==> config.mk <==
export PLATFORM = sky130hd
export DESIGN_NAME = base64_encoder_url_escape_top
export DESIGN_NICKNAME = d
export VERILOG_FILES = /design/src/rtl/b64ue_pkg.sv /design/src/rtl/b64ue_group.sv /design/src/rtl/b64ue_emit.sv /design/src/rtl/base64_encoder_url_escape_top.sv
export VERILOG_INCLUDE_DIRS = /design/src /design/src/rtl
export SDC_FILE = /design/constraint.sdc
export NUM_CORES = 1
export LEC_CHECK = 0
export BUFFER_PORTS_ARGS = -buffer_cell sky130_fd_sc_hd__buf_2
export CORE_ASPECT_RATIO = 2
export CORE_UTILIZATION = 56
export CTS_CLUSTER_SIZE = 30
export DETAILED_ROUTE_END_ITERATION = 8
export GPL_ROUTABILITY_DRIVEN = 0
export PLACE_DENSITY = 0.8
export SYNTH_ARGS = -nofsm -noshare
export SYNTH_HDL_FRONTEND = slang
export SYNTH_HIERARCHICAL = 1
export SYNTH_SLANG_ARGS = --single-unit
==> constraint.sdc <==
create_clock -name clk -period 11.1 [get_ports clk]
set_input_delay 0 -clock clk [delete_from_list [all_inputs] [get_ports clk]]
set_output_delay 0 -clock clk [all_outputs]
set_load 0.02 [all_outputs]
==> src/rtl/base64_encoder_url_escape_top_defines.svh <==
// Assertion macros for the base64 encoder RTL.
// No dependencies; included by the modules that carry assertions.
`ifndef BASE64_ENCODER_URL_ESCAPE_TOP_DEFINES_SVH
`define BASE64_ENCODER_URL_ESCAPE_TOP_DEFINES_SVH

// Same-cycle implication, disabled while reset is asserted.
`define B64UE_ASSERT_NOW(lbl, clk, rstn, ante, cons, msg) \
	lbl: assert property (@(posedge clk) disable iff (!rstn) (ante) |-> (cons)) \
		else $error(msg);

// Next-cycle implication, disabled while reset is asserted.
`define B64UE_ASSERT_NEXT(lbl, clk, rstn, ante, cons, msg) \
	lbl: assert property (@(posedge clk) disable iff (!rstn) (ante) |=> (cons)) \
		else $error(msg);

`endif

==> src/rtl/b64ue_pkg.sv <==
// Shared types, ASCII constants and the base64 alphabet mapping.
// No dependencies.
package b64ue_pkg;

	localparam logic [7:0] ASC_UPPER_A = 8'h41;
	localparam logic [7:0] ASC_LOWER_A = 8'h61;
	localparam logic [7:0] ASC_DIGIT_0 = 8'h30;
	localparam logic [7:0] ASC_PLUS    = 8'h2B;
	localparam logic [7:0] ASC_SLASH   = 8'h2F;
	localparam logic [7:0] ASC_EQ      = 8'h3D;
	localparam logic [7:0] ASC_PCT     = 8'h25;
	localparam logic [7:0] ASC_TWO     = 8'h32;
	localparam logic [7:0] ASC_THREE   = 8'h33;
	localparam logic [7:0] ASC_UPPER_B = 8'h42;
	localparam logic [7:0] ASC_UPPER_D = 8'h44;
	localparam logic [7:0] ASC_UPPER_F = 8'h46;

	localparam logic [5:0] SYM_LOWER_START = 6'd26;
	localparam logic [5:0] SYM_DIGIT_START = 6'd52;
	localparam logic [5:0] SYM_PLUS        = 6'd62;

	// One encoded group: four base characters (symbols and pads) and the final mark.
	typedef struct packed {
		logic [3:0][7:0] chars;
		logic            fin;
	} b64ue_group_t;

	function automatic logic [7:0] b64_char(input logic [5:0] s);
		logic [7:0] c;
		if (s < SYM_LOWER_START) begin
			c = ASC_UPPER_A + {2'b00, s};
		end else if (s < SYM_DIGIT_START) begin
			c = ASC_LOWER_A + {2'b00, s - SYM_LOWER_START};
		end else if (s < SYM_PLUS) begin
			c = ASC_DIGIT_0 + {2'b00, s - SYM_DIGIT_START};
		end else if (s == SYM_PLUS) begin
			c = ASC_PLUS;
		end else begin
			c = ASC_SLASH;
		end
		return c;
	endfunction

endpackage

==> src/rtl/b64ue_group.sv <==
// Input stage: collects bytes into groups of up to three and maps each group to four characters.
// Depends on b64ue_pkg.
module b64ue_group (
	input  logic                   clk,
	input  logic                   arst_n,
	input  logic                   in_valid,
	output logic                   in_ready,
	input  logic [7:0]             data_byte,
	input  logic                   final_byte,
	input  logic                   take,
	output logic                   grp_valid,
	output b64ue_pkg::b64ue_group_t grp
);
	import b64ue_pkg::*;

	logic [1:0]   cnt_q;
	logic [15:0]  pend_q;
	logic         valid_s1;
	b64ue_group_t grp_s1;

	logic         accept;
	logic         completes;
	logic [7:0]   g0, g1, g2;
	logic [5:0]   sym0, sym1, sym2, sym3;
	b64ue_group_t grp_next;

	assign in_ready  = !valid_s1 || take;
	assign accept    = in_valid && in_ready;
	assign completes = final_byte || (cnt_q == 2'd2);

	always_comb begin
		g0 = data_byte;
		g1 = 8'h00;
		g2 = 8'h00;
		if (cnt_q == 2'd1) begin
			g0 = pend_q[15:8];
			g1 = data_byte;
		end else if (cnt_q == 2'd2) begin
			g0 = pend_q[15:8];
			g1 = pend_q[7:0];
			g2 = data_byte;
		end
		sym0 = g0[7:2];
		sym1 = {g0[1:0], g1[7:4]};
		sym2 = {g1[3:0], g2[7:6]};
		sym3 = g2[5:0];
		grp_next.chars[0] = b64_char(sym0);
		grp_next.chars[1] = b64_char(sym1);
		// pad the positions past the bytes actually present
		grp_next.chars[2] = (cnt_q != 2'd0) ? b64_char(sym2) : ASC_EQ;
		grp_next.chars[3] = (cnt_q == 2'd2) ? b64_char(sym3) : ASC_EQ;
		grp_next.fin      = final_byte;
	end

	always_ff @(posedge clk or negedge arst_n) begin
		if (!arst_n) begin
			cnt_q    <= 2'd0;
			pend_q   <= 16'h0000;
			valid_s1 <= 1'b0;
		end else begin
			if (accept) begin
				if (completes) begin
					cnt_q  <= 2'd0;
					pend_q <= 16'h0000;
				end else if (cnt_q == 2'd0) begin
					cnt_q  <= 2'd1;
					pend_q <= {data_byte, 8'h00};
				end else begin
					cnt_q  <= 2'd2;
					pend_q <= {pend_q[15:8], data_byte};
				end
			end
			if (accept && completes) begin
				valid_s1 <= 1'b1;
			end else if (take) begin
				valid_s1 <= 1'b0;
			end
		end
	end

	always_ff @(posedge clk) begin
		if (accept && completes) begin
			grp_s1 <= grp_next;
		end
	end

	assign grp_valid = valid_s1;
	assign grp       = grp_s1;

endmodule

==> src/rtl/b64ue_emit.sv <==
// Output stage: walks the four characters of a group, expands escapes, drives the output register.
// Depends on b64ue_pkg and base64_encoder_url_escape_top_defines.svh.
`include "base64_encoder_url_escape_top_defines.svh"

module b64ue_emit (
	input  logic                   clk,
	input  logic                   arst_n,
	input  logic                   url_mode,
	input  logic                   grp_valid,
	input  b64ue_pkg::b64ue_group_t grp,
	output logic                   take,
	output logic                   out_valid,
	input  logic                   out_ready,
	output logic [7:0]             out_char,
	output logic                   run_end,
	output logic                   stream_end
);
	import b64ue_pkg::*;

	b64ue_group_t w_q;
	logic         w_valid_q;
	logic [1:0]   ci_q;
	logic [1:0]   ep_q;
	logic         out_valid_q;
	logic [7:0]   out_char_q;
	logic         run_end_q;
	logic         stream_end_q;

	logic [7:0]   cur;
	logic         cur_esc;
	logic [7:0]   piece;
	logic         last_piece;
	logic         last_grp;
	logic         adv;

	assign cur     = w_q.chars[ci_q];
	assign cur_esc = url_mode && (cur == ASC_PLUS || cur == ASC_SLASH || cur == ASC_EQ);

	always_comb begin
		piece = cur;
		if (cur_esc) begin
			case (ep_q)
				2'd0: piece = ASC_PCT;
				2'd1: piece = (cur == ASC_EQ) ? ASC_THREE : ASC_TWO;
				default: begin
					if (cur == ASC_PLUS) begin
						piece = ASC_UPPER_B;
					end else if (cur == ASC_SLASH) begin
						piece = ASC_UPPER_F;
					end else begin
						piece = ASC_UPPER_D;
					end
				end
			endcase
		end
	end

	assign last_piece = !cur_esc || (ep_q == 2'd2);
	assign last_grp   = last_piece && (ci_q == 2'd3);
	assign adv        = w_valid_q && (!out_valid_q || out_ready);
	assign take       = grp_valid && (!w_valid_q || (adv && last_grp));

	always_ff @(posedge clk or negedge arst_n) begin
		if (!arst_n) begin
			w_valid_q   <= 1'b0;
			ci_q        <= 2'd0;
			ep_q        <= 2'd0;
			out_valid_q <= 1'b0;
		end else begin
			if (adv) begin
				out_valid_q <= 1'b1;
			end else if (out_ready) begin
				out_valid_q <= 1'b0;
			end
			if (take) begin
				w_valid_q <= 1'b1;
				ci_q      <= 2'd0;
				ep_q      <= 2'd0;
			end else if (adv) begin
				if (last_grp) begin
					w_valid_q <= 1'b0;
					ci_q      <= 2'd0;
					ep_q      <= 2'd0;
				end else if (last_piece) begin
					ci_q <= ci_q + 2'd1;
					ep_q <= 2'd0;
				end else begin
					ep_q <= ep_q + 2'd1;
				end
			end
		end
	end

	always_ff @(posedge clk) begin
		if (take) begin
			w_q <= grp;
		end
		if (adv) begin
			out_char_q   <= piece;
			run_end_q    <= last_grp;
			stream_end_q <= last_grp && w_q.fin;
		end
	end

	assign out_valid  = out_valid_q;
	assign out_char   = out_char_q;
	assign run_end    = run_end_q;
	assign stream_end = stream_end_q;

	`B64UE_ASSERT_NOW(a_stream_end_on_run_end, clk, arst_n, out_valid_q && stream_end_q, run_end_q, "stream end without run end")
	`B64UE_ASSERT_NOW(a_escape_in_progress, clk, arst_n, w_valid_q && (ep_q != 2'd0), cur_esc, "escape step on a plain character")
	`B64UE_ASSERT_NEXT(a_group_drains, clk, arst_n, adv && last_grp && !grp_valid, !w_valid_q, "work register kept after last beat of group")

endmodule

==> src/rtl/base64_encoder_url_escape_top.sv <==
// Top level of the streaming base64 encoder with optional percent escaping.
// Depends on b64ue_pkg, b64ue_group and b64ue_emit.
//
// Bytes enter one per beat with a final mark; every third byte, or the final byte, closes a group
// that becomes four characters (symbols, then '=' pads). In URL mode '+', '/' and '=' leave as
// %2B, %2F and %3D. A byte is taken as long as the group register is free or is being handed on;
// each group then occupies the output serializer for one output character per plain character
// and three per escaped one, and the sustained rate is one output character per cycle while
// out_ready is high. Write url_mode only while no characters are pending.
module base64_encoder_url_escape_top (
	input  logic       clk,
	input  logic       arst_n,
	input  logic       cfg_valid,
	output logic       cfg_ready,
	input  logic       url_mode,
	input  logic       in_valid,
	output logic       in_ready,
	input  logic [7:0] data_byte,
	input  logic       final_byte,
	output logic       out_valid,
	input  logic       out_ready,
	output logic [7:0] out_char,
	output logic       run_end,
	output logic       stream_end
);
	import b64ue_pkg::*;

	logic         url_mode_q;
	logic         grp_valid;
	logic         take;
	b64ue_group_t grp;

	assign cfg_ready = 1'b1;

	always_ff @(posedge clk or negedge arst_n) begin
		if (!arst_n) begin
			url_mode_q <= 1'b0;
		end else if (cfg_valid && cfg_ready) begin
			url_mode_q <= url_mode;
		end
	end

	b64ue_group u_group (
		.clk        (clk),
		.arst_n     (arst_n),
		.in_valid   (in_valid),
		.in_ready   (in_ready),
		.data_byte  (data_byte),
		.final_byte (final_byte),
		.take       (take),
		.grp_valid  (grp_valid),
		.grp        (grp)
	);

	b64ue_emit u_emit (
		.clk        (clk),
		.arst_n     (arst_n),
		.url_mode   (url_mode_q),
		.grp_valid  (grp_valid),
		.grp        (grp),
		.take       (take),
		.out_valid  (out_valid),
		.out_ready  (out_ready),
		.out_char   (out_char),
		.run_end    (run_end),
		.stream_end (stream_end)
	);

endmodule
* Word-level counts from Yosys, hierarchy flattened
Cells that the tools add are included.
** Cells by class
- Muxes and demuxes :: 48
- Equality and inequality tests :: 12
- Reductions and logical operators :: 31
- Add/subtract/negate cells :: 22
- $lt $le $gt $ge :: 13
** Operator list (count)
- 8-bit 2-to-1 mux :: 21
- 7-bit by 6-bit adder with 8-bit output (first input constant) :: 8
- 6-bit less-than comparator (second input constant) :: 8
- 16-bit 2-to-1 mux :: 2
- 6-bit by 6-bit adder with 7-bit output (first input constant) :: 4
- 6-bit equality test (second input constant) :: 4
- 8-bit by 6-bit equality test with 1-bit output (second input constant) :: 3
- 6-bit by 5-bit less-than comparator with 1-bit output (second input constant) :: 4
- 6-bit by 5-bit subtractor with 6-bit output (second input constant) :: 4
- 6-bit subtractor (second input constant) :: 4
- 2-bit 2-to-1 mux :: 11
- 8-bit binary-select mux with 2-bit select :: 1
- 8-bit one-hot mux with 2 select lines :: 1
- 3-bit 2-to-1 mux :: 4
- 2-bit nonzero test :: 6
- 1-bit logical AND :: 8
- 1-bit 2-to-1 mux :: 8
- 1-bit logical OR :: 7
- 2-bit equality test (second input constant) :: 3
- 2-bit AND reduction :: 3
- 2-bit by 1-bit adder with 2-bit output (second input constant) :: 2
- 2-bit by 1-bit equality test with 1-bit output (second input constant) :: 2
- 1-bit logical NOT :: 4
- 2-bit logical NOT :: 2
- 2 further kinds :: 2
** Storage, ports and cells
- Word-level logic and storage cells :: 148
- Output and inout port bits :: 13
- Bits in registers :: 102

* Depth between registers and ports, before layout
- Depth in word-level cells :: 16
- Depth in mapped cells :: 13
- Depth with buffers taken out :: 10

* Modules after synthesis
The synthesis kept the hierarchy.
** By module, submodules not included
- b64ue_group :: seq. area each 1466.4 sq um, area an instance 4205.3 sq um, instances 1, cells an instance 457
- b64ue_emit :: seq. area each 1441.4 sq um, area an instance 2044.5 sq um, instances 1, cells an instance 116
- base64_encoder_url_escape_top :: seq. area each 25.0 sq um, area an instance 51.3 sq um, instances 1, cells an instance 4

* Worst setup path before layout
Ideal clock, no wire load.
- Kind :: register to register
- From :: register u_emit.ci_q[0]
- To :: register u_group.grp_s1 (netlist bit u_group/grp[0]), enable pin
- Slack :: 6.121 ns
- Cell stages (with the launch flop) :: 11
- Arrival time :: 4.556 ns
- Cells stage by stage :: dfrtp_1 -> buf_6 -> mux4_2 -> nand3b_4 -> a2111o_1 -> o2111a_1 -> or2_1 -> nand2b_1 -> nand2_1 -> clkbuf_1 -> nor2_1
** Between the ends
- Longest elaborated chain between the ends :: 15
- Elaborated cells between the ends (all ways) :: 18
- Classes of those cells :: eq/ne (4); mux (2); reduce/logical (12)
** RTL lines
- start, declared :: RTL line b64ue_emit.sv:22 : logic [1:0] ci_q;
- start signal, assigned :: RTL line b64ue_emit.sv:85 : ci_q <= ci_q + 2'd1;
- 8-bit binary-select mux with 2-bit select :: RTL line b64ue_emit.sv:36 : assign cur = w_q.chars[ci_q];
- 8-bit 2-to-1 mux (implied by the code) :: RTL line b64ue_emit.sv:36
- 8-bit by 6-bit equality test with 1-bit output :: RTL line b64ue_emit.sv:37 : assign cur_esc = url_mode && (cur == ASC_PLUS || cur == ASC_SLASH || cur == ASC_EQ);
- 1-bit logical OR (2 in a row) :: RTL line b64ue_emit.sv:37
- 1-bit logical AND :: RTL line b64ue_emit.sv:37
- 1-bit logical NOT :: RTL line b64ue_emit.sv:58 : assign last_piece = !cur_esc || (ep_q == 2'd2);
- 1-bit logical OR :: RTL line b64ue_emit.sv:58
- 1-bit logical AND (*) :: RTL line b64ue_emit.sv:59 : assign last_grp = last_piece && (ci_q == 2'd3);
- 1-bit logical AND (*) :: RTL line b64ue_emit.sv:61 : assign take = grp_valid && (!w_valid_q || (adv && last_grp));
- 1-bit logical OR (*) :: RTL line b64ue_emit.sv:61
- 1-bit logical AND (*) :: RTL line b64ue_emit.sv:61
- via take :: RTL line base64_encoder_url_escape_top.sv:30 : logic take;
- 1-bit logical OR (*) :: RTL line b64ue_group.sv:27 : assign in_ready = !valid_s1 || take;
- via in_ready :: RTL line base64_encoder_url_escape_top.sv:17 : output logic in_ready,
- 1-bit logical AND (*) :: RTL line b64ue_group.sv:28 : assign accept = in_valid && in_ready;
- 1-bit logical AND (*) :: RTL line b64ue_group.sv:82 : if (accept && completes) begin
- end signal, assigned :: RTL line b64ue_group.sv:83 : grp_s1 <= grp_next;
- end, declared :: RTL line b64ue_group.sv:19 : b64ue_group_t grp_s1;
The timed path passes the listed nets; every way through them passes the cells marked *. The select of a mux whose other input is x is not followed.
A chain may end at the register's enable or synchronous reset.

* Final worst setup path
- From :: register u_emit.ci_q[0]
- To :: register u_group.grp_s1 (netlist bit u_group/grp[24]), enable pin
** Between the ends
- Longest elaborated chain between the ends :: 15
- Elaborated cells between the ends (all ways) :: 18
- Classes of those cells :: eq/ne (4); mux (2); reduce/logical (12)
** RTL lines (RTL line)
- 8-bit binary-select mux with 2-bit select :: b64ue_emit.sv:36
- 8-bit 2-to-1 mux (implied by the code) :: b64ue_emit.sv:36
- 8-bit by 6-bit equality test with 1-bit output :: b64ue_emit.sv:37
- 1-bit logical OR (2 in a row) :: b64ue_emit.sv:37
- 1-bit logical AND :: b64ue_emit.sv:37
- 1-bit logical NOT :: b64ue_emit.sv:58
- 1-bit logical OR :: b64ue_emit.sv:58
- 1-bit logical AND (*) :: b64ue_emit.sv:59
- 1-bit logical AND (*) :: b64ue_emit.sv:61
- 1-bit logical OR (*) :: b64ue_emit.sv:61
- 1-bit logical AND (*) :: b64ue_emit.sv:61
- via take :: base64_encoder_url_escape_top.sv:30
- 1-bit logical OR (*) :: b64ue_group.sv:27
- 1-bit logical AND (*) :: b64ue_group.sv:28
- 1-bit logical AND (*) :: b64ue_group.sv:82
Marks and branches as above.

==> impl_metrics.csv <==
group,metric,value,unit
outcome,outcome,"completed",
drt,drc_errors,0,
clock_network,path_clk_slew,0.07,ns
setup_path,start_kind,"flop",
clock_network,cts_setup_buffers,0,
cells_and_area,antenna_cells,0,
grt,grt_pass1_wl,23200,microns
logic_synthesis,synthCells,577,
timing,period_share,41.4,%
drt,drt_pass1_iterations,5,
drt,drt_iter0_markers,321,
timing,rsz0062_at_grt,"false",
cells_and_area,mostFrequentLayoutCells,"76 x edfxtp_1, 68 x nand2_1, 38 x ha_1",
logic_synthesis,ys_ff_latch,102,
timing,max_freq,218,MHz
setup_path,worstPathRequired,11.11,ns
die,coreArea,10900,sq um
setup_path,crit_path_max_incr_delay,0.69,ns
pwr,vdd_ir_drop_max,0.135,mV
setup_path,crit_slowest_cell,"dfrtp_1",
logic_synthesis,synth.avg_cell_area,10.9,sq um
setup_path,crit_top_cell,"buf_4",
pwr,powerDensity,243,nW/um^2
logic_synthesis,netlist_area,6300,sq um
grt,grt_overflow,0,
timing,worstMarginPinSlew,1.06,ns
cells_and_area,syn_to_final_growth,7.96,%
timing,setup_viol,0,
die,die_height,152,microns
min_path,hp-class,"primary input to flop",
cells_and_area,num-fill-cells,871,
setup_path,rr_endpoint,"u_group/grp[24]$_SDFFCE_PP0P_",
placement,portBuffers,26,
setup_path,cp_max_fo,34,
logic_synthesis,yosys_warnings,6,
pwr,cellLeakagePower,2.62,nW
drt,vias_per_cell,6.21,
placement,dp_hpwl,10800,microns
job,maxCapViolations,0,
timing,slew_headroom,28.7,%
setup_path,r2r_cells,10,
min_path,hold_depth,3,
grt,grt_usage,25.9,%
clock_network,numCtsBuffers,9,
timing,drv_slew,0,
clock_network,ctsRootBufferMaster,"clkbuf_16",
grt,antenna_found_initial,0,
clock_network,cts_tree,"yes",
timing,fin_worst_skew,0.0105,ns
logic_synthesis,syn_nets,630,
pwr,finalPower,1.65,mW
setup_path,r2r_slack,6.50,ns
die,die-area,11700,sq um
setup_path,critPathKind,"flop to flop",
setup_path,arrival,4.61,ns
timing,whs,0.0140,ns
logic_synthesis,synth.distinct_cells,75,
die,initial_utilization,57.6,%
timing,finalSetupTns,0,ns
die,io_pins,28,
logic_synthesis,ys_async_sr_fraction,25.5,%
drt,wl,14400,microns
drt,vias,4567,
logic_synthesis,synth_ff_type,"edfxtp_1",
timing,hold_violations,0,
cells_and_area,final_util,62.2,%
clock_network,h-tree-depth,3,
die,rows,54,
die,die_x,77.0,microns
cells_and_area,multi_input_area,3120,sq um
cells_and_area,final-seq-area,2930,sq um
setup_path,timing.rr.start,"u_emit/ci_q[0]$_DFFE_PN0P_",
drt,postRouteAntennaNets,0,
clock_network,worstSkewPairLatency,0.34,ns
grt,grt_pass1_vias,4624,
grt,grt_max_degree,35,
drt,post_drt_wl_per_cell,19.6,microns
min_path,holdCritStartpoint,"out_ready",
cells_and_area,nets,643,
min_path,worstHoldEndpoint,"u_emit/out_valid$_DFFE_PN0P_",
cells_and_area,final_common_cell,"edfxtp_1",
clock_network,cts.sinks,102,
logic_synthesis,synth_seq_area_share,46.5,%
logic_synthesis,synth_edf_count,76,
setup_path,cp_cell_sequence,"mux4_2, nand3b_4, a2111o_1, o2111a_1, or2_1, buf_4, nand2b_1, nand2_1, nor2_2, buf_4",
clock_network,clk_path_buf_depth,2,
timing,finalCriticalPeriod,4.60,ns
cells_and_area,drive_gt1_share,13.3,%
setup_path,endpoint_kind,"flop",
[worst max path at each step]
stage	startpoint	cells after the start	slack (ns)	end
after global placement	u_emit/ci_q[0]$_DFFE_PN0P_	10	6.78	u_group/grp[14]$_DFFE_PP_
after floorplan	u_emit/ci_q[0]$_DFFE_PN0P_	10	6.12	u_group/grp[0]$_DFFE_PP_
after global routing	u_emit/ci_q[0]$_DFFE_PN0P_	10	6.09	u_group/pend_q[15]$_DFFE_PN0P_
after CTS	u_emit/ci_q[0]$_DFFE_PN0P_	10	6.50	u_group/grp[24]$_SDFFCE_PP0P_
after detailed placement	u_emit/ci_q[0]$_DFFE_PN0P_	10	6.56	u_group/grp[12]$_DFFE_PP_
final	u_emit/ci_q[0]$_DFFE_PN0P_	10	6.50	u_group/grp[24]$_SDFFCE_PP0P_
[cells in the mapped netlist, types with 4 or more instances]
cell type | n | area, sq um
a21oi_1 | 14 | 70.1
or3_1 | 5 | 31.3
mux2i_1 | 13 | 130
xor2_1 | 14 | 123
nand3_1 | 9 | 45.0
nand2_1 | 68 | 255
o21ai_0 | 29 | 145
xnor2_1 | 28 | 245
ha_1 | 38 | 475
edfxtp_1 | 76 | 2280
nor3_1 | 10 | 50.1
a21oi_2 | 4 | 35.0
nand4b_1 | 5 | 43.8
inv_1 | 24 | 90.1
or2_2 | 4 | 25.0
a31oi_1 | 4 | 25.0
o211ai_1 | 7 | 52.6
a22o_1 | 15 | 131
o22ai_1 | 4 | 25.0
o21ai_1 | 8 | 40.0
o21a_1 | 7 | 52.6
mux4_2 | 8 | 180
clkbuf_1 | 14 | 52.6
dfrtp_1 | 26 | 651
nor2b_1 | 7 | 43.8
nand2b_1 | 10 | 62.6
buf_2 | 10 | 50.1
and3b_1 | 4 | 35.0
nand3b_1 | 9 | 67.6
nor2_1 | 32 | 120
[cells by family (layout without fill, tap and decap cells)]
kind of cell | Yosys count | in the layout | synth area share [%]
adder cells (fa/ha/maj) | 38 | 38 | 7.55
XOR/XNOR | 43 | 43 | 6.27
flip-flops | 102 | 102 | 46.5
other | 1 | 1 | 0.0595
multiplexers | 29 | 29 | 6.53
AO/OA/AOI/OAI | 125 | 125 | 14.2
buffers and inverters | 57 | 75 | 3.93
AND/OR/NAND/NOR | 182 | 182 | 14.9
[metal layers]
metal  share of wire (%)  track usage [%]  vias up
li1                    -                -     2137
met4                 5.9             16.2        0
met3                 4.3             3.24       59
met1                  33             24.4     2196
met5                   0                0        -
met2                  57             50.7      175
[where the power goes]
part	internal (mW)	switching (mW)	total, mW
logic	0.301	0.423	0.724
registers	0.551	0.0854	0.636
clock network	0.156	0.135	0.291
[flip-flops by register name, indices dropped and copies added, names as in the netlist]
name and flops:
u_emit/run_end 1, u_emit/out_valid 1, u_emit/w_valid_q 1, u_emit/out_char 8, u_emit/ep_q 2, u_emit/ci_q 2, u_group/grp_valid 1, u_emit/stream_end 1
u_group/cnt_q 2, u_emit/w_q 33, u_group/grp 33, url_mode_q 1, u_group/pend_q 16
[per-stage QoR]
step / std cells / worst slack [ns] / instance area (sq um)
after floorplan: 577 / 6.12 / 6300
after global placement: 715 / 6.78 / 6480
after detailed placement: 715 / 6.56 / 6480
after CTS: 735 / 6.50 / 6800
after global routing: 735 / 6.09 / 6800
final: 735 / 6.50 / 6800
[worst max-delay path, delay by kind of cell (launching register included)]
kind	cells	cell delay (ns)
DFF	1	0.69
and+or+nand+nor	5	1.38
muxes	1	0.64
AOI/OAI and AO/OA	2	0.76
buffers and inverters	2	0.76
[final cells by class]
class / instances / area share, %
Tap cell: 140 / 2.57
Inverter: 26 / 1.47
Multi-Input combinational cell: 418 / 45.9
Sequential cell: 102 / 43.1
Timing Repair Buffer: 33 / 2.83
Clock buffer: 10 / 3.37
Clock inverter: 6 / 0.736
[timing repair]
item,in CTS,in global routing
hold buffers,4,0
resized for setup,0,0
endpoints found under the hold margin,28,0
Note: power is estimated with default switching activity, not from simulation.
